--- src/central_force_euler_step_unit_assert.svh ---
// assertion macros used by central_force_euler_step_unit.sv
`ifndef CENTRAL_FORCE_EULER_STEP_UNIT_ASSERT_SVH
`define CENTRAL_FORCE_EULER_STEP_UNIT_ASSERT_SVH

`ifndef SYNTHESIS
`define CFES_ASSERT(name, clk, rstn, prop) \
  name: assert property (@(posedge clk) disable iff (!rstn) prop) \
    else $error("cfes assertion failed");
`define CFES_ASSERT_NORST(name, clk, prop) \
  name: assert property (@(posedge clk) prop) else $error("cfes assertion failed");
`else
`define CFES_ASSERT(name, clk, rstn, prop)
`define CFES_ASSERT_NORST(name, clk, prop)
`endif

`endif

--- src/cfes_mul.sv ---
module cfes_mul #(
  parameter int AW = 42,
  parameter int BW = 32
) (
  input  logic           clk_i,
  input  logic [AW-1:0]  a_i,
  input  logic [BW-1:0]  b_i,
  output logic [AW+BW-1:0] p_o
);

  logic [AW+BW-1:0] p_q;

  always_ff @(posedge clk_i) begin
    p_q <= (AW+BW)'(a_i) * (AW+BW)'(b_i);
  end

  assign p_o = p_q;

endmodule

--- config.mk ---
export PLATFORM = sky130hd
export DESIGN_NAME = cfes_mul
export DESIGN_NICKNAME = d
export VERILOG_FILES = /design/src/central_force_euler_step_unit_assert.svh /design/src/cfes_mul.sv
export SDC_FILE = /design/constraint.sdc
export NUM_CORES = 2
export LEC_CHECK = 0
export ABC_AREA = 0
export BUFFER_PORTS_ARGS = -buffer_cell sky130_fd_sc_hd__clkbuf_2
export CAP_MARGIN = 20
export CORE_ASPECT_RATIO = 1.1
export CORE_UTILIZATION = 30
export DETAILED_ROUTE_END_ITERATION = 8
export PLACE_DENSITY_LB_ADDON = 0.08
export SLEW_MARGIN = 20
export SYNTH_ARGS = -nofsm -noshare
export SYNTH_HDL_FRONTEND = slang
export SYNTH_SLANG_ARGS = --single-unit
--- constraint.sdc ---
create_clock -name clk_i -period 29.7 [get_ports clk_i]
set_input_delay 8.91 -clock clk_i [delete_from_list [all_inputs] [get_ports clk_i]]
set_output_delay 8.91 -clock clk_i [all_outputs]
set_load 0.02 [all_outputs]
After elaboration in Yosys (flattened, before gate mapping) --
Index checks and enable logic that the tools add are counted.
Storage, ports and cells: register bits 74, input port bits 75, logic and storage cells 2
Cells by class: $mul 1
Operator list (count):
- $mul A42 B32 Y74 | 1

Longest topological paths before layout --
word-level depth 1, depth in mapped cells 30, gate-level depth less buffers 28

Least setup slack after synthesis --
Ideal clock, no wire load.
path type input to register, start input b_i[2], end register p_q[66], in the netlist p_o[66], arrival 15976 ps, data required time 29628 ps, path slack 13652 ps, stages 28, buffers on the path 3, cells stage by stage clkbuf_1 -> clkbuf_1 -> nand2_1 -> fa_1 -> inv_1 -> fa_1 -> inv_1 -> fa_1 -> fa_1 -> inv_1 -> fa_1 -> inv_1 -> fa_1 -> fa_1 -> fa_1 -> inv_1 -> ha_1 -> buf_6 -> nand3_1 -> or4_4 -> a211oi_2 -> o31ai_1 -> a31oi_2 -> a221o_2 -> a31oi_4 -> o21a_4 -> o31ai_4 -> xor2_1
Between the ends: cells in the longest elaborated chain, start to end 1
RTL lines:
- from (decl) | RTL line cfes_mul.sv:7 | input logic [BW-1:0] b_i,
- $mul A42 B32 Y74 | RTL line cfes_mul.sv:14 | p_q <= (AW+BW)'(a_i) * (AW+BW)'(b_i);
- to (signal assigned) | RTL line cfes_mul.sv:14
- to (decl) | RTL line cfes_mul.sv:11 | logic [AW+BW-1:0] p_q;
Every way passes these cells.

Final worst setup path --
start input a_i[15], end register p_q[73], in the netlist p_o[73]
Between the ends: cells in the longest elaborated chain, start to end 1
RTL lines:
- from (decl) | RTL line cfes_mul.sv:6 | input logic [AW-1:0] a_i,
- $mul A42 B32 Y74 | RTL line cfes_mul.sv:14
Every way passes these cells.

==> run_results.csv <==
group,metric,value,unit
placed_design,gp_congestion,0.837,
global_routing,busiest_layer,"met2",
floorplan,rows,147,
synth,synth_fp_nets,6531,
critical_path,required,30.00,ns
clock_network,postCtsSetupRepairBufs,0,
layout,drive_above_1_share,0.0515,
floorplan,core_area,146000,sq um
synth,syn_avg_cell_area,8.86,sq um
clock_network,cts_tree,"built",
flow_run,cap_violations,0,
layout,n_fill_cell,15800,
synth,syn_area,44200,sq um
synth,yosysMostFrequentCell,"inv_1",
route,first_pass_iters,5,
global_routing,use_met3,0.0159,
timing,post-route-min-period,17.37,ns
floorplan,die_w,368,um
layout,largest_reg_flops,74,
global_routing,grt_pass1_wl,232000,um
floorplan,io_pins,149,
hold_path,hp-class,"in2reg",
synth,async_flop_share,0,
timing,slew_headroom,0.223,
critical_path,arrival,17.66,ns
timing,setup_viol,0,
floorplan,dieArea,149000,sq um
placed_design,placed_area,46700,sq um
global_routing,grt_max_degree,43,
global_routing,grt.met2_usage,0.409,
layout,syn_to_final_growth,6.57,%
placed_design,post-dp-hpwl,117000,um
route,drc,0,
floorplan,die_h,404,um
clock_network,htreeDepth,3,
clock_network,cts_resized,0,
global_routing,grt_use_total,0.212,
timing,tightest_slew,1.16,ns
route,vias,31800,
timing,hold_viol_final,0,
clock_network,clock_sinks,74,
synth,synth_common_cells,"inv_1, fa_1, nand2_1",
clock_network,clockBufferDepth,2,
hold_path,min-delay-start,"a_i[0]",
critical_path,worstSetupPathType,"in2reg",
timing,rsz0062_at_grt,"no",
synth,netlist_top_cells_area,"fa_1, inv_1, nand2_1",
synth,ys_warn_count,0,
synth,ys_types,70,
global_routing,gr-usage-met1,0.251,
synth,synth_flop_cell,"dfxtp_1",
timing,drv_slew,0,
synth,synth_top_cell_area_share,0.542,
timing,setup_tns,0,ns
clock_network,hold_buffers,0,
critical_path,cp_max_fo,32,
synth,synth_seq_cells,74,
route,vias_per_cell,4.63,
timing,period_share,0.585,
critical_path,cp-start-kind,"input pin",
floorplan,start_util,0.302,
critical_path,cp-endpoint,"p_o[73]",
global_routing,overflow,0,
synth,ys_seq_area_frac,0.0335,
synth,syn_inst,4987,
route,routed_wl,152000,um
critical_path,critPathLaunch,"a_i[15]",
layout,layout.nets,6470,
route,drt_iter0_drc,1223,
global_routing,grt_pass1_vias,36300,
critical_path,worstSetupEndpointType,"register",
global_routing,grt_antenna_before_repair,13,
timing,timing.fmax,57.6,MHz
clock_network,cts.clk_slew.worst_paths,0.06,ns
status,outcome,"finished clean",
clock_network,cts-root-buf,"clkbuf_16",
layout,fin_area,47100,sq um
synth,synth-edff-count,0,
route,post_drt_wl_per_cell,22.1,um
clock_network,cts-buffers-inserted,9,
placed_design,port_buffers,148,
synth,yosys.area.top_type,"fa_1",
route,antenna_left,0,
[worst max-delay path: stages]
cell and delay, ns:
clkbuf_2 0.82, nand2_1 0.20, fa_1 0.56, fa_1 0.56, inv_1 0.06, fa_1 0.49, fa_1 0.52, inv_1 0.06
fa_1 0.53, inv_1 0.06, fa_1 0.45, fa_1 0.64, fa_1 0.47, ha_1 0.62, nand4_1 0.26, o31ai_1 0.70
o21a_2 0.34, o221ai_2 0.24, o41ai_2 0.38, a21oi_1 0.20, o311a_1 0.36, a211oi_1 0.20
[stage by stage]
stage	setup WS [ns]	hold slack, ns	cells	utilization
after global routing	12.06	9.17	6867	0.322
final	12.33	9.19	6871	0.322
after detailed placement	12.00	9.33	6852	0.320
after floorplan	13.65	9.04	4987	-
after global placement	12.00	9.32	6852	0.320
after CTS	12.40	9.14	6867	0.322
[routing by layer]
metal	up-vias	wire length, um
li1	14000	-
met1	17200	60400
met2	442	84500
met3	136	3220
met4	8	3800
met5	-	49
[area by class of cell]
type / instances / area [sq um] / share of cell area
multi-input cells: 3340 / 36700 / 0.781
inverters: 1282 / 4810 / 0.102
clock buffers: 11 / 233 / 0.00494
well taps: 1937 / 2420 / 0.0515
clock inverters: 4 / 77.6 / 0.00165
diodes: 4 / 10.0 / 0.000213
flip-flops and latches: 74 / 1480 / 0.0315
repair buffers: 219 / 1280 / 0.0272
[cell families after synthesis]
logic type	synth area share
multiplexers	0.000227
buffers and inverters	0.134
AO/OA/AOI/OAI	0.0368
flip-flops	0.0335
adder cells (fa/ha/maj)	0.619
XOR/XNOR	0.0141
AND/OR/NAND/NOR	0.162
[worst min-delay path by stage]
stage / depth (start not counted) / slack [ns] / endpoint
2_1_floorplan: 1 / 9.04 / p_o[0]
3_3_place_gp: 1 / 9.32 / p_o[15]
3_5_place_dp: 1 / 9.33 / p_o[61]
4_1_cts: 3 / 9.14 / p_o[0]
5_1_grt: 3 / 9.17 / p_o[0]
6_report: 3 / 9.19 / p_o[0]
[cells in the final DEF (no fill, tap or decap), types with 6 or more instances in the layout]
master	Yosys	routed
a211oi_1	9	9
a21o_1	28	28
a21oi_1	93	93
a31oi_1	6	6
and2_1	438	438
and3_1	6	6
buf_4	1	71
clkbuf_16	0	9
clkbuf_2	1	142
dfxtp_1	74	74
fa_1	1196	1196
ha_1	273	273
inv_1	1281	1281
nand2_1	972	972
nand3_1	19	19
nand4_1	20	20
nor2_1	43	43
nor3_1	12	12
nor4_1	6	6
o211ai_1	6	6
o21a_1	7	7
o21ai_0	48	48
o21bai_1	16	16
o31ai_1	8	8
xnor2_1	43	43
xor2_1	28	28
Power is left out: the tool's default activity adds up to more than one toggle a clock period on the data nets, which glitch-free logic cannot reach.
