## config.mk

```make
export PLATFORM = sky130hd
export DESIGN_NAME = cfes_div
export DESIGN_NICKNAME = d
export VERILOG_FILES = /design/src/central_force_euler_step_unit_assert.svh /design/src/cfes_div.sv
export SDC_FILE = /design/constraint.sdc
export NUM_CORES = 1
export LEC_CHECK = 0
export BUFFER_PORTS_ARGS = -buffer_cell sky130_fd_sc_hd__buf_2
export CELL_PAD_IN_SITES_DETAIL_PLACEMENT = 0
export CELL_PAD_IN_SITES_GLOBAL_PLACEMENT = 1
export CORE_MARGIN = 2
export CORE_UTILIZATION = 41
export DETAILED_ROUTE_END_ITERATION = 6
export PLACE_DENSITY_LB_ADDON = 0.2
export SLEW_MARGIN = 25
export SYNTH_ARGS = -nofsm -noshare
export SYNTH_HDL_FRONTEND = slang
export SYNTH_SLANG_ARGS = --single-unit
```

## constraint.sdc

```tcl
create_clock -name clk_i -period 2.95 [get_ports clk_i]
set_input_delay 0.1475 -clock clk_i [delete_from_list [all_inputs] [get_ports clk_i]]
set_output_delay 0.1475 -clock clk_i [all_outputs]
set_load 0.005 [all_outputs]
```

## src/central_force_euler_step_unit_assert.svh

```systemverilog
// assertion macros used by central_force_euler_step_unit.sv
`ifndef CENTRAL_FORCE_EULER_STEP_UNIT_ASSERT_SVH
`define CENTRAL_FORCE_EULER_STEP_UNIT_ASSERT_SVH

`ifndef SYNTHESIS
`define CFES_ASSERT(name, clk, rstn, prop) \
  name: assert property (@(posedge clk) disable iff (!rstn) prop) \
    else $error("cfes assertion failed");
`define CFES_ASSERT_NORST(name, clk, prop) \
  name: assert property (@(posedge clk) prop) else $error("cfes assertion failed");
`else
`define CFES_ASSERT(name, clk, rstn, prop)
`define CFES_ASSERT_NORST(name, clk, prop)
`endif

`endif

```

## src/cfes_div.sv

```systemverilog
module cfes_div #(
  parameter int NW = 59,
  parameter int DW = 64
) (
  input  logic          clk_i,
  input  logic          rst_ni,
  input  logic          start_i,
  input  logic [NW-1:0] num_i,
  input  logic [DW-1:0] den_i,
  output logic          done_o,
  output logic [NW-1:0] quo_o
);

  localparam int CW = $clog2(NW + 1);

  logic          busy_q, busy_d, done_q, done_d;
  logic [CW-1:0] cnt_q, cnt_d;
  logic [NW-1:0] num_q, num_d, quo_q, quo_d;
  logic [DW-1:0] rem_q, rem_d, den_q, den_d;
  logic [DW:0]   trial, diff;
  logic          ge;

  // one quotient bit per cycle, restoring
  always_comb begin
    trial  = {rem_q, num_q[NW-1]};
    diff   = trial - {1'b0, den_q};
    ge     = trial >= {1'b0, den_q};
    busy_d = busy_q;
    done_d = 1'b0;
    cnt_d  = cnt_q;
    num_d  = num_q;
    quo_d  = quo_q;
    rem_d  = rem_q;
    den_d  = den_q;
    if (start_i) begin
      busy_d = 1'b1;
      cnt_d  = CW'(NW);
      num_d  = num_i;
      den_d  = den_i;
      rem_d  = '0;
      quo_d  = '0;
    end else if (busy_q) begin
      num_d = {num_q[NW-2:0], 1'b0};
      quo_d = {quo_q[NW-2:0], ge};
      rem_d = ge ? diff[DW-1:0] : trial[DW-1:0];
      cnt_d = cnt_q - CW'(1);
      if (cnt_q == CW'(1)) begin
        busy_d = 1'b0;
        done_d = 1'b1;
      end
    end
  end

  always_ff @(posedge clk_i or negedge rst_ni) begin
    if (!rst_ni) begin
      busy_q <= 1'b0;
      done_q <= 1'b0;
      cnt_q  <= '0;
    end else begin
      busy_q <= busy_d;
      done_q <= done_d;
      cnt_q  <= cnt_d;
    end
  end

  always_ff @(posedge clk_i) begin
    num_q <= num_d;
    quo_q <= quo_d;
    rem_q <= rem_d;
    den_q <= den_d;
  end

  assign done_o = done_q;
  assign quo_o  = quo_q;

endmodule

```

Yosys cells after proc, flatten, opt, wreduce, memory -nomap -nowiden --
Cells that the tools add are included. W data, S select, Z words.
Storage, ports and cells: bits of input ports 126, output and inout port bits 60, flip-flop bits (word level) 254
Operators by class: reduce and logical (&&, ||, !) cells 1, equal/unequal tests 1, muxes and demuxes 11, $lt $le $gt $ge 1, add/sub/neg operators 2
Operators with widths (count):
- $mux W59 | 2
- $ge A65 B64 Y1 | 1
- $mux W64 | 1
- $sub A64 B64 Y64 | 1
- $mux W6 | 2
- $eq A6 B1 Y1 const B | 1
- $mux W1 | 6
- $sub A6 B1 Y6 const B | 1
- $reduce_bool A2 Y1 | 1

Longest topological paths before layout --
depth in word-level cells 4, gate-level depth with buffers 16, mapped depth without buffers 13

Least setup slack after synthesis --
Ideal clock, no wire load.
kind register -> register, start point register den_q[9], end point register rem_q[60], path buffers 1, path slack -0.204 ns, setup time 0.088 ns, stages on the path, launching flop included 14, data arrival time 3.066 ns, cells stage by stage edfxtp_1 > inv_1 > ha_1 > clkbuf_1 > a21oi_1 > o21ai_0 > a21o_1 > a211o_1 > a311oi_1 > a311oi_1 > o31ai_1 > mux2i_1 > nand2_1 > a311oi_2
On the way: longest elaborated chain between the ends 2
Ends and longest elaborated chain:
- start: declaration | RTL line cfes_div.sv:19 | logic [DW-1:0] rem_q, rem_d, den_q, den_d;
- start signal: assignment | RTL line cfes_div.sv:70 | den_q <= den_d;
- $sub A64 B64 Y64 / $ge A65 B64 Y1 (equally long branches) | RTL line cfes_div.sv:26, cfes_div.sv:27
- $mux W64 (*) | RTL line cfes_div.sv:45 | rem_d = ge ? diff[DW-1:0] : trial[DW-1:0];
- end signal: assignment | RTL line cfes_div.sv:69 | rem_q <= rem_d;
- end: declaration | RTL line cfes_div.sv:19
Mark *: on every way between the ends. The rest lies on a longest branch, timed or not. A chain may end at the register's enable or synchronous reset.

Worst setup path after layout --
start point register den_q[0], end point register rem_q[54]
Same word-level chain as after synthesis.

==> out/metrics.yaml <==
worst_setup_path:
  worst-path-stages: 13
  cp_slowest_cell: "edfxtp_1"
  path_class: "reg -> reg"
  critPathBufInv: 1
  slowest_delay_ns: 0.42
  critPathRequiredTime_ns: 3.39
  start_kind: "register"
  arrival_ns: 3.64
  path_delay_family: "compound AO/OA/AOI/OAI gates"
  cp_cell_sequence: "ha_4 > fa_2 > nor2b_2 > o211ai_1 > buf_4 > a211o_1 > a21oi_2 > o21a_1 > o21a_1 > o211ai_1 > mux2_2 > a311oi_2 > nor3_1"
  end_kind: "register"
  cp_max_fo: 3
  r2r_cells: 13
yosys:
  synthDominantCellAreaShare_pct: 26.38
  synthXorXnorAreaFrac_pct: 3.566
  synth_compound_area_share_pct: 16.27
  synthSimpleGateAreaFrac_pct: 12.17
  synth_nets: 1611
  synth.ff_latch_count: 254
  netlist_top_cells_area: "edfxtp_1, dfxtp_1, mux2i_1, ha_1, mux2_2"
  synth-adder-area-share_pct: 6.041
  synth_cell_types: 72
  synthesis.area_mm2: 0.01400
  synthCells: 1418
  synth_edf_count: 123
  synth.area.mux_share_pct: 11.48
  synthFlopType: "edfxtp_1"
  synth-seq-area-share_pct: 45.40
  synth.largest_area_cell: "edfxtp_1"
  syn_area_per_cell_um2: 9.874
  yosys_warnings: 0
  async_reset_ff_share_pct: 3.150
  synth_top_family_by_area: "compound AO/OA/AOI/OAI gates"
min_path:
  hold_class: "in -> reg"
  hold-path-cell-count: 2
timing:
  tightestPinTransition_ns: 0.7664
  skew_ns: 0.02240
  timing.fmax_mhz: 312.3
  fin_ws_ns: -0.2524
  rsz0062_at_grt: "true"
  max-slew-margin-rel_pct: 48.91
  drv_slew: 0
  setup_viol: 64
  min_period_ns: 3.202
  finalCritPeriodShare_pct: 108.6
  finalHoldViolCount: 0
die:
  core_mm2: 0.03362
  die_w_um: 188.8
  initial_utilization_pct: 41.65
  rows: 67
  die_area_mm2: 0.03564
  ios: 186
  die_h_um: 188.8
grt:
  overflow: 0
  antenna_found_initial: 1
  grt_use_total_pct: 21.79
  use_met1_pct: 27.69
  busiest_layer: "met2"
  grtUsageMet3_pct: 5.271
  grt_max_degree: 123
  grt_pass1_vias: 12460
  grt_pass1_wl_mm: 63.29
  met2_usage_pct: 36.98
cts:
  cts_root_buf: "clkbuf_16"
  clock_sinks: 254
  numCtsBuffers: 29
  htree_levels: 1
  cts_tree: "done"
  clock_path_buffers: 3
  clk_latency_ns: 0.58
  path_clk_slew_ns: 0.07
power_and_ir_drop:
  swShare_pct: 36.43
  pwr-share-comb_pct: 51.5
  ir_worst_vdd_uv: 550.6
  switching_power_uw: 6044
  power_density_mw_per_mm2: 840.1
  p_seq_share_pct: 27.7
  p_leak_uw: 0.009155
  clkPwrFrac_pct: 20.7
  intPower_uw: 10550
cells_and_area:
  num-fill-cells: 2928
  final_common_cell: "buf_4"
  fin_nets: 2103
  drive_above_1_share_pct: 32.33
  areaGrowthSynthToFinish_pct: 41.07
  final_core_util_pct: 58.76
  final_cell_mix: "buf_4, buf_2, nor2_1, dlygate4sd3_1"
place:
  place_congestion: 0.8913
  io_buffers: 185
  dp_hpwl_mm: 26.88
  place_ws_ns: -0.3283
routing:
  drc: 0
  drt_iter0_drc: 670
  wl_per_cell_um: 16.52
  drtAntennaViolNets: 0
  num_vias: 12190
  avgViaCountPerCell: 5.118
  postRouteWirelength_mm: 39.36
  first_pass_iters: 5
outcome:
  failed_checks: "setup timing"
  status: "finished, violations left"
run:
  maxCapViolCount: 0
-- state kept, by name, indices dropped and copies added, names as in the netlist --
signal	flops
busy_q	1
cnt_q	6
den_q	64
done_o	1
num_q	59
quo_o	59
rem_q	64
-- power by group through the flow --
stage / clock network [uW] / logic (uW) / registers [uW]
after floorplan: 0 / 4570 / 4580
after global placement: 0 / 7380 / 4630
after detailed placement: 0 / 7400 / 4630
after CTS: 3550 / 8120 / 4590
after global routing: 3680 / 9320 / 4660
final: 3440 / 8550 / 4600
-- cell families (layout without fill, tap and decap cells) --
kind of cell,count (synthesis),in the layout
and+or+nand+nor,374,374
AOI/OAI and AO/OA,340,340
DFF,254,254
buffers and inverters,173,688
muxes,153,153
adders and majority gates,67,67
xor gates and xnor gates,57,57
other,0,1
-- layout make-up --
| type | instances | area (um2) | share of cell area [%] |
|---|---|---|---|
| diodes | 1 | 2.502 | 0.01267 |
| clock buffers | 43 | 819.5 | 4.149 |
| clock inverters | 11 | 70.07 | 0.3547 |
| inverters | 89 | 334.1 | 1.691 |
| multi-input cells | 991 | 7463 | 37.79 |
| flip-flops and latches | 254 | 6360 | 32.20 |
| well taps | 448 | 560.5 | 2.838 |
| repair buffers | 545 | 4141 | 20.97 |
-- synth_stat cells, drive strengths merged (8+ instances only) --
| master | count |
|---|---|
| and2 | 9 |
| xnor2 | 34 |
| nor3 | 17 |
| and4 | 8 |
| o211ai | 9 |
| mux2 | 61 |
| o21bai | 15 |
| inv | 89 |
| xor2 | 23 |
| clkbuf | 62 |
| and3 | 8 |
| nand4 | 20 |
| ha | 66 |
| mux2i | 92 |
| buf | 22 |
| nand2 | 99 |
| a21o | 38 |
| dfrtp | 8 |
| dfxtp | 123 |
| nor2b | 11 |
| a211oi | 56 |
| edfxtp | 123 |
| nor2 | 154 |
| nand3 | 21 |
| o21ai | 62 |
| a21oi | 89 |
-- metrics by stage --
stage	hold slack (ns)	TNS (ns)	area [um2]	instances	power [uW]
final	0.2751	-6.950	19750	2382	16590
after global routing	0.2464	-16.88	19750	2382	17660
after CTS	0.2412	-10.19	19430	2374	16260
after detailed placement	0.0004166	-13.60	16940	2184	12030
after global placement	0.002648	-9.355	16940	2184	12010
after floorplan	-0.1481	-0.2696	14090	1418	9145
-- path summary, 6_finish.rpt --
path | end | start | slack [ns]
setup / recovery | rem_q[54]$_SDFFE_PP0P_ | den_q[0]$_DFFE_PP_ | -0.25
hold / removal | den_q[26]$_DFFE_PP_ | den_i[26] | 0.28
setup reg to reg | rem_q[54]$_SDFFE_PP0P_ | den_q[0]$_DFFE_PP_ | -0.25
hold reg to reg | rem_q[45]$_SDFFE_PP0P_ | rem_q[45]$_SDFFE_PP0P_ | 0.49
max in group asynchronous | busy_q$_DFF_PN0_ | rst_ni | 2.05
min in group asynchronous | cnt_q[1]$_DFFE_PN0P_ | rst_ni | 0.59
-- layer usage --
metal / part of all wire [%] / vias up / wire length [um]
met5: 0 / - / 0
met4: 2.5 / 0 / 972
met3: 5.9 / 68 / 2336
met2: 47 / 261 / 18510
met1: 45 / 5755 / 17540
li1: - / 6106 / -
-- repair_timing --
action / 4_1_cts / 5_1_grt
cloned: 3 / 0
endpoints found under the setup margin: 65 / 65
endpoints found under the hold margin: 151 / 0
pin swaps: 33 / 40
setup buffers: 7 / 10
hold buffers: 126 / 0
resized for setup: 64 / 75
No activity file was read; power rests on OpenSTA's default activity.
