==> src/central_force_euler_step_unit_assert.svh <==
// assertion macros used by central_force_euler_step_unit.sv
`ifndef CENTRAL_FORCE_EULER_STEP_UNIT_ASSERT_SVH
`define CENTRAL_FORCE_EULER_STEP_UNIT_ASSERT_SVH

`ifndef SYNTHESIS
`define CFES_ASSERT(name, clk, rstn, prop) \
  name: assert property (@(posedge clk) disable iff (!rstn) prop) \
    else $error("cfes assertion failed");
`define CFES_ASSERT_NORST(name, clk, prop) \
  name: assert property (@(posedge clk) prop) else $error("cfes assertion failed");
`else
`define CFES_ASSERT(name, clk, rstn, prop)
`define CFES_ASSERT_NORST(name, clk, prop)
`endif

`endif

==> src/cfes_sqrt.sv <==
module cfes_sqrt #(
  parameter int W = 32
) (
  input  logic           clk_i,
  input  logic           rst_ni,
  input  logic           start_i,
  input  logic [2*W-1:0] rad_i,
  output logic           done_o,
  output logic [W-1:0]   root_o
);

  localparam int CW = $clog2(W + 1);

  logic           busy_q, busy_d, done_q, done_d;
  logic [CW-1:0]  cnt_q, cnt_d;
  logic [2*W-1:0] rad_q, rad_d;
  logic [W-1:0]   root_q, root_d;
  logic [W+1:0]   rem_q, rem_d;
  logic [W+3:0]   rem2, trial, diff;
  logic           ge;

  // two radicand bits per cycle, one root bit
  always_comb begin
    rem2   = {rem_q, rad_q[2*W-1:2*W-2]};
    trial  = (W+4)'({root_q, 2'b01});
    diff   = rem2 - trial;
    ge     = rem2 >= trial;
    busy_d = busy_q;
    done_d = 1'b0;
    cnt_d  = cnt_q;
    rad_d  = rad_q;
    root_d = root_q;
    rem_d  = rem_q;
    if (start_i) begin
      busy_d = 1'b1;
      cnt_d  = CW'(W);
      rad_d  = rad_i;
      root_d = '0;
      rem_d  = '0;
    end else if (busy_q) begin
      rad_d  = {rad_q[2*W-3:0], 2'b00};
      root_d = {root_q[W-2:0], ge};
      rem_d  = ge ? diff[W+1:0] : rem2[W+1:0];
      cnt_d  = cnt_q - CW'(1);
      if (cnt_q == CW'(1)) begin
        busy_d = 1'b0;
        done_d = 1'b1;
      end
    end
  end

  always_ff @(posedge clk_i or negedge rst_ni) begin
    if (!rst_ni) begin
      busy_q <= 1'b0;
      done_q <= 1'b0;
      cnt_q  <= '0;
    end else begin
      busy_q <= busy_d;
      done_q <= done_d;
      cnt_q  <= cnt_d;
    end
  end

  always_ff @(posedge clk_i) begin
    rad_q  <= rad_d;
    root_q <= root_d;
    rem_q  <= rem_d;
  end

  assign done_o = done_q;
  assign root_o = root_q;

endmodule

==> config.mk <==
export PLATFORM = sky130hd
export DESIGN_NAME = cfes_sqrt
export DESIGN_NICKNAME = d
export VERILOG_FILES = /design/src/central_force_euler_step_unit_assert.svh /design/src/cfes_sqrt.sv
export SDC_FILE = /design/constraint.sdc
export NUM_CORES = 1
export LEC_CHECK = 0
export BUFFER_PORTS_ARGS = -buffer_cell sky130_fd_sc_hd__buf_2
export CAP_MARGIN = 40
export CELL_PAD_IN_SITES_DETAIL_PLACEMENT = 1
export CELL_PAD_IN_SITES_GLOBAL_PLACEMENT = 1
export CORE_MARGIN = 4
export CORE_UTILIZATION = 49
export DETAILED_ROUTE_END_ITERATION = 8
export PLACE_DENSITY = 0.95
export RECOVER_POWER = 50
export SLEW_MARGIN = 5
export SYNTH_ARGS = -nofsm -noshare
export SYNTH_HDL_FRONTEND = slang
export SYNTH_SLANG_ARGS = --single-unit
==> constraint.sdc <==
create_clock -name clk_i -period 4.94 [get_ports clk_i]
set_input_delay 0.988 -clock clk_i [delete_from_list [all_inputs] [get_ports clk_i]]
set_output_delay 0.988 -clock clk_i [all_outputs]
set_load 0.01 [all_outputs]
# After elaboration in Yosys (flattened, before gate mapping)
# Index checks and enable logic that the tools add are counted.
[word_totals]
register_bits = 138
input_bits = 67
elab_cells = 22
[op_classes]
n_addsub = 2
n_lt_le_gt_ge = 1
n_eq_ne = 1
n_mux = 11
reduce_logical = 1
[op_table]
columns = ["op", "count"]
rows = [
  ["two-way mux 64 bit", 2],
  [">= comparator 36 x 34 -> 1 bit", 1],
  ["two-way mux 34 bit", 1],
  ["subtractor 34 bit", 1],
  ["two-way mux 6 bit", 2],
  ["equality test 6 x 1 -> 1 bit (second input constant)", 1],
  ["two-way mux 1 bit", 6],
  ["subtractor 6 x 1 -> 6 bit (second input constant)", 1],
  ["nonzero test 2 bit", 1],
]

# Logic depth before layout (Yosys ltp)
[depth]
depth_word = 4
depth_mapped = 12

# Worst setup path before layout
# No wires, ideal clock.
[synth_timing]
path_kind = "in2reg"
from = "input port start_i"
to = "register rem_q[26]"
setup_ps = 135
t_arrival_ps = 2985
slack_ps = 1821
stages = 5
cell_sequence = "clkbuf_1 -> nor2_1 -> inv_1 -> o32a_1 -> a311oi_1"
[synth_rtl]
columns = ["element", "line_no", "text"]
rows = [
  ["start, declared", "cfes_sqrt.sv:6", "input logic start_i,"],
  ["end signal, assigned", "cfes_sqrt.sv:67", "rem_q <= rem_d;"],
  ["end, declared", "cfes_sqrt.sv:18", "logic [W+1:0] rem_q, rem_d;"],
]

# Worst setup path after layout
[layout_timing]
from = "register root_q[24], in the netlist root_o[24]"
to = "register rem_q[13]"
[layout_between]
elab_chain_len = 2
[layout_rtl]
columns = ["element", "line_no", "text"]
rows = [
  ["start, declared", "cfes_sqrt.sv:17", "logic [W-1:0] root_q, root_d;"],
  ["start signal, assigned", "cfes_sqrt.sv:66", "root_q <= root_d;"],
  [">= comparator 36 x 34 -> 1 bit", "cfes_sqrt.sv:27", "ge = rem2 >= trial;"],
  ["two-way mux 34 bit", "cfes_sqrt.sv:43", "rem_d = ge ? diff[W+1:0] : rem2[W+1:0];"],
]
# No other way between the ends.
# A chain may end at the register's enable or synchronous reset.

==> impl_metrics.json <==
{
  "status": "finished with violations",
  "violations": "max-capacitance violations, max-slew violations",
  "switching_power_w": 0.002476,
  "post-route-min-period_ns": 3.438,
  "final_util_pct": 56.86,
  "async_flop_share_pct": 5.797,
  "yosysUniqueCellTypes": 76,
  "pwr-share-comb_pct": 50.5,
  "cts_resized": 0,
  "setup_viol_count_final": 0,
  "grt_antenna_before_repair": 0,
  "yosys-top-cells-area": "edfxtp_1, dfxtp_1, mux2_2, ha_1, nor2_1",
  "critPathMaxStageDelay_ns": 0.68,
  "die_w_um": 134.7,
  "drt_iter0_markers": 362,
  "die_y_um": 134.7,
  "clockRootBuffer": "clkbuf_16",
  "synth_area_per_cell_um2": 10.06,
  "nets": 964,
  "crit_chain": "inv_1 -> ha_1 -> a21oi_1 -> a21oi_1 -> a311oi_4 -> o2111ai_2 -> and3_4 -> nor2_4 -> a21oi_1 -> a211oi_1",
  "cts.htree.levels": 4,
  "cts_hold_buf": 0,
  "drive_above_1_share_pct": 21.51,
  "slew_headroom_pct": -2.226,
  "drcViolationCount": 0,
  "numCtsBuffers": 17,
  "drt_pre_antenna_iters": 4,
  "grtUsageTotal_pct": 24.12,
  "power_density_nw_per_um2": 645.8,
  "grt_util_met1_pct": 28.51,
  "p_clk_share_pct": 22.1,
  "crit_top_cell": "a21oi_1",
  "yosysWarnings": 0,
  "finalSetupTns_ns": 0,
  "syn-num-nets": 885,
  "ys_ff_latch": 138,
  "synth_ff_type": "dfxtp_1",
  "setup.worst_path.end_class": "flop",
  "start_util_pct": 49.72,
  "p_total_w": 0.005812,
  "synth.cell_area_um2": 7869,
  "synth-edff-count": 64,
  "cp_slowest_cell": "nor2_4",
  "use_met3_pct": 6.073,
  "cts_setup_buffers": 0,
  "layout.cells.non_filler": 1090,
  "cts_max_path_buffers": 2,
  "p_sw_share_pct": 42.60,
  "yosysSeqAreaShare_pct": 43.76,
  "yosys-top-cells-count": "nor2_1, dfxtp_1, nand2_1, edfxtp_1, mux2_2",
  "ir_worst_vdd_mv": 0.4318,
  "areaGrowthSynthToFinish_pct": 14.37,
  "die-area_um2": 18150,
  "worstSkewPairLatency_ns": 0.43,
  "port_buffers": 99,
  "synth_area_leader_cell": "edfxtp_1",
  "rrSetupSlack_ns": 1.50,
  "synth.most_common_cell": "nor2_1",
  "io_pins": 100,
  "grt_pass1_wl_mm": 34.95,
  "placedCellCount": 1058,
  "leakage_nw": 3.789,
  "sequentialPowerShare_pct": 27.4,
  "busiest_layer": "met2",
  "worst_pin_slew_ns": 1.533,
  "grt.overflow.total": 0,
  "hp-class": "primary input to async pin",
  "clkTransAtPathRegs_ns": 0.07,
  "grt_max_degree": 72,
  "ant_nets": 0,
  "synthCells": 782,
  "coreArea_um2": 15830,
  "rsz0062_at_grt": "no",
  "hold_violations": 0,
  "vias": 6277,
  "arrival_ns": 3.77,
  "critical_path_class": "flop to flop",
  "cts_tree": "yes",
  "fmax_ghz": 0.2909,
  "crit_path_start_kind": "flop",
  "n_antenna_cell": 0,
  "num-fill-cells": 1771,
  "fin_crit_sh_pct": 69.59,
  "dp_hpwl_mm": 14.68,
  "internal_power_w": 0.003336,
  "grt_pass1_vias": 6768,
  "critPathMaxFanout": 30,
  "required_ns": 5.27,
  "grt_use_met2_pct": 43.00,
  "wl_per_cell_um": 19.84,
  "rows": 46,
  "slew_violations": 39,
  "wirelength_mm": 21.63,
  "vias_per_cell": 5.759,
  "globalplace.congestion": 0.9015,
  "clock-sinks": 138,
  "synth_top_area_share_pct": 24.42,
  "finClkSkew_ns": 0.009854,
  "cap_violations": 2
}
[power by group through the flow]
stage	clock network (W)	registers, W	logic (W)
3_3_place_gp	0	0.00159	0.00276
3_5_place_dp	0	0.00161	0.00285
5_1_grt	0.00135	0.00161	0.00323
2_1_floorplan	0	0.00154	0.00230
6_report	0.00128	0.00159	0.00293
4_1_cts	0.00130	0.00159	0.00291
[registers in the layout (all words and copies together), names as in the netlist]
name    cells
done_o      1
busy_q      1
rem_q      34
rad_q      64
root_o     32
cnt_q       6
[kinds of logic (layout without fill, tap and decap cells)]
logic type	count (synthesis)	in the layout	synth area share [%]
flops	138	138	43.76
mux	94	94	12.94
fa+ha+maj	36	36	5.724
simple gates	225	225	13.21
xor+xnor	26	26	2.989
compound gates	176	176	16.71
buf+inv	87	179	4.659
[layout by cell type (no fill, tap or decap), types with 4 or more instances in the layout]
| master | synthesis | routed |
|---|---|---|
| o21ai_0 | 24 | 24 |
| o21bai_1 | 5 | 5 |
| ha_1 | 36 | 36 |
| buf_2 | 7 | 64 |
| a311oi_1 | 22 | 22 |
| xor2_1 | 6 | 6 |
| nand3_1 | 10 | 10 |
| nor3_1 | 10 | 10 |
| inv_6 | 0 | 5 |
| clkbuf_1 | 25 | 35 |
| clkbuf_16 | 0 | 17 |
| nand4_1 | 6 | 6 |
| inv_8 | 0 | 4 |
| inv_1 | 43 | 42 |
| nand2b_1 | 5 | 5 |
| xnor2_1 | 19 | 19 |
| a21oi_1 | 44 | 44 |
| dfxtp_1 | 66 | 66 |
| a211oi_1 | 16 | 16 |
| mux2_2 | 62 | 60 |
| dfrtp_1 | 8 | 8 |
| mux2i_1 | 32 | 32 |
| nand2_1 | 66 | 66 |
| or3_1 | 5 | 5 |
| buf_4 | 4 | 4 |
| and3_1 | 6 | 6 |
| o21a_1 | 7 | 7 |
| a21o_1 | 18 | 18 |
| edfxtp_1 | 64 | 64 |
| nor2_1 | 91 | 91 |
[worst max-delay path, delay by kind of cell, from the launching register on]
family          cells  cell delay, ns
compound gates      6            1.56
fa+ha+maj           1            0.41
buf+inv             1            0.06
flops               1            0.38
simple gates        2            0.93
[path summary, 6_finish.rpt]
path	startpoint	to	cells after the start
worst max-delay path	root_o[24]	rem_q[13]	10
worst min-delay path	rst_ni	done_o	1
worst max register to register	root_o[24]	rem_q[13]	10
worst min register to register	rem_q[13]	rem_q[15]	2
max in group asynchronous	rst_ni	cnt_q[0]	1
min in group clk_i	rem_q[13]	rem_q[15]	2
[stage by stage]
stage	area (µm²)	setup slack (ns)	hold slack (ns)
2_1_floorplan	7869	1.821	0.4506
3_3_place_gp	8469	1.622	0.4748
3_5_place_dp	8469	1.553	0.4963
4_1_cts	9049	1.524	0.3908
5_1_grt	9000	1.241	0.5140
6_report	9000	1.502	0.4952
[final cells by class]
type	count	area, µm²	share of cell area (%)
Multi-Input combinational cell	557	4059	45.10
Inverter	44	165.2	1.835
Clock buffer	18	429.2	4.769
Timing Repair Buffer	103	483.0	5.366
Sequential cell	138	3443	38.26
Tap cell	216	270.3	3.003
Clock inverter	14	150.1	1.668
[metal layers]
layer / vias up / share of wire [%]
met3: 30 / 4.9
li1: 3004 / -
met1: 3084 / 42
met5: - / 0
met2: 159 / 51
met4: 0 / 1.8
Note: power is estimated with default switching activity, not from simulation.
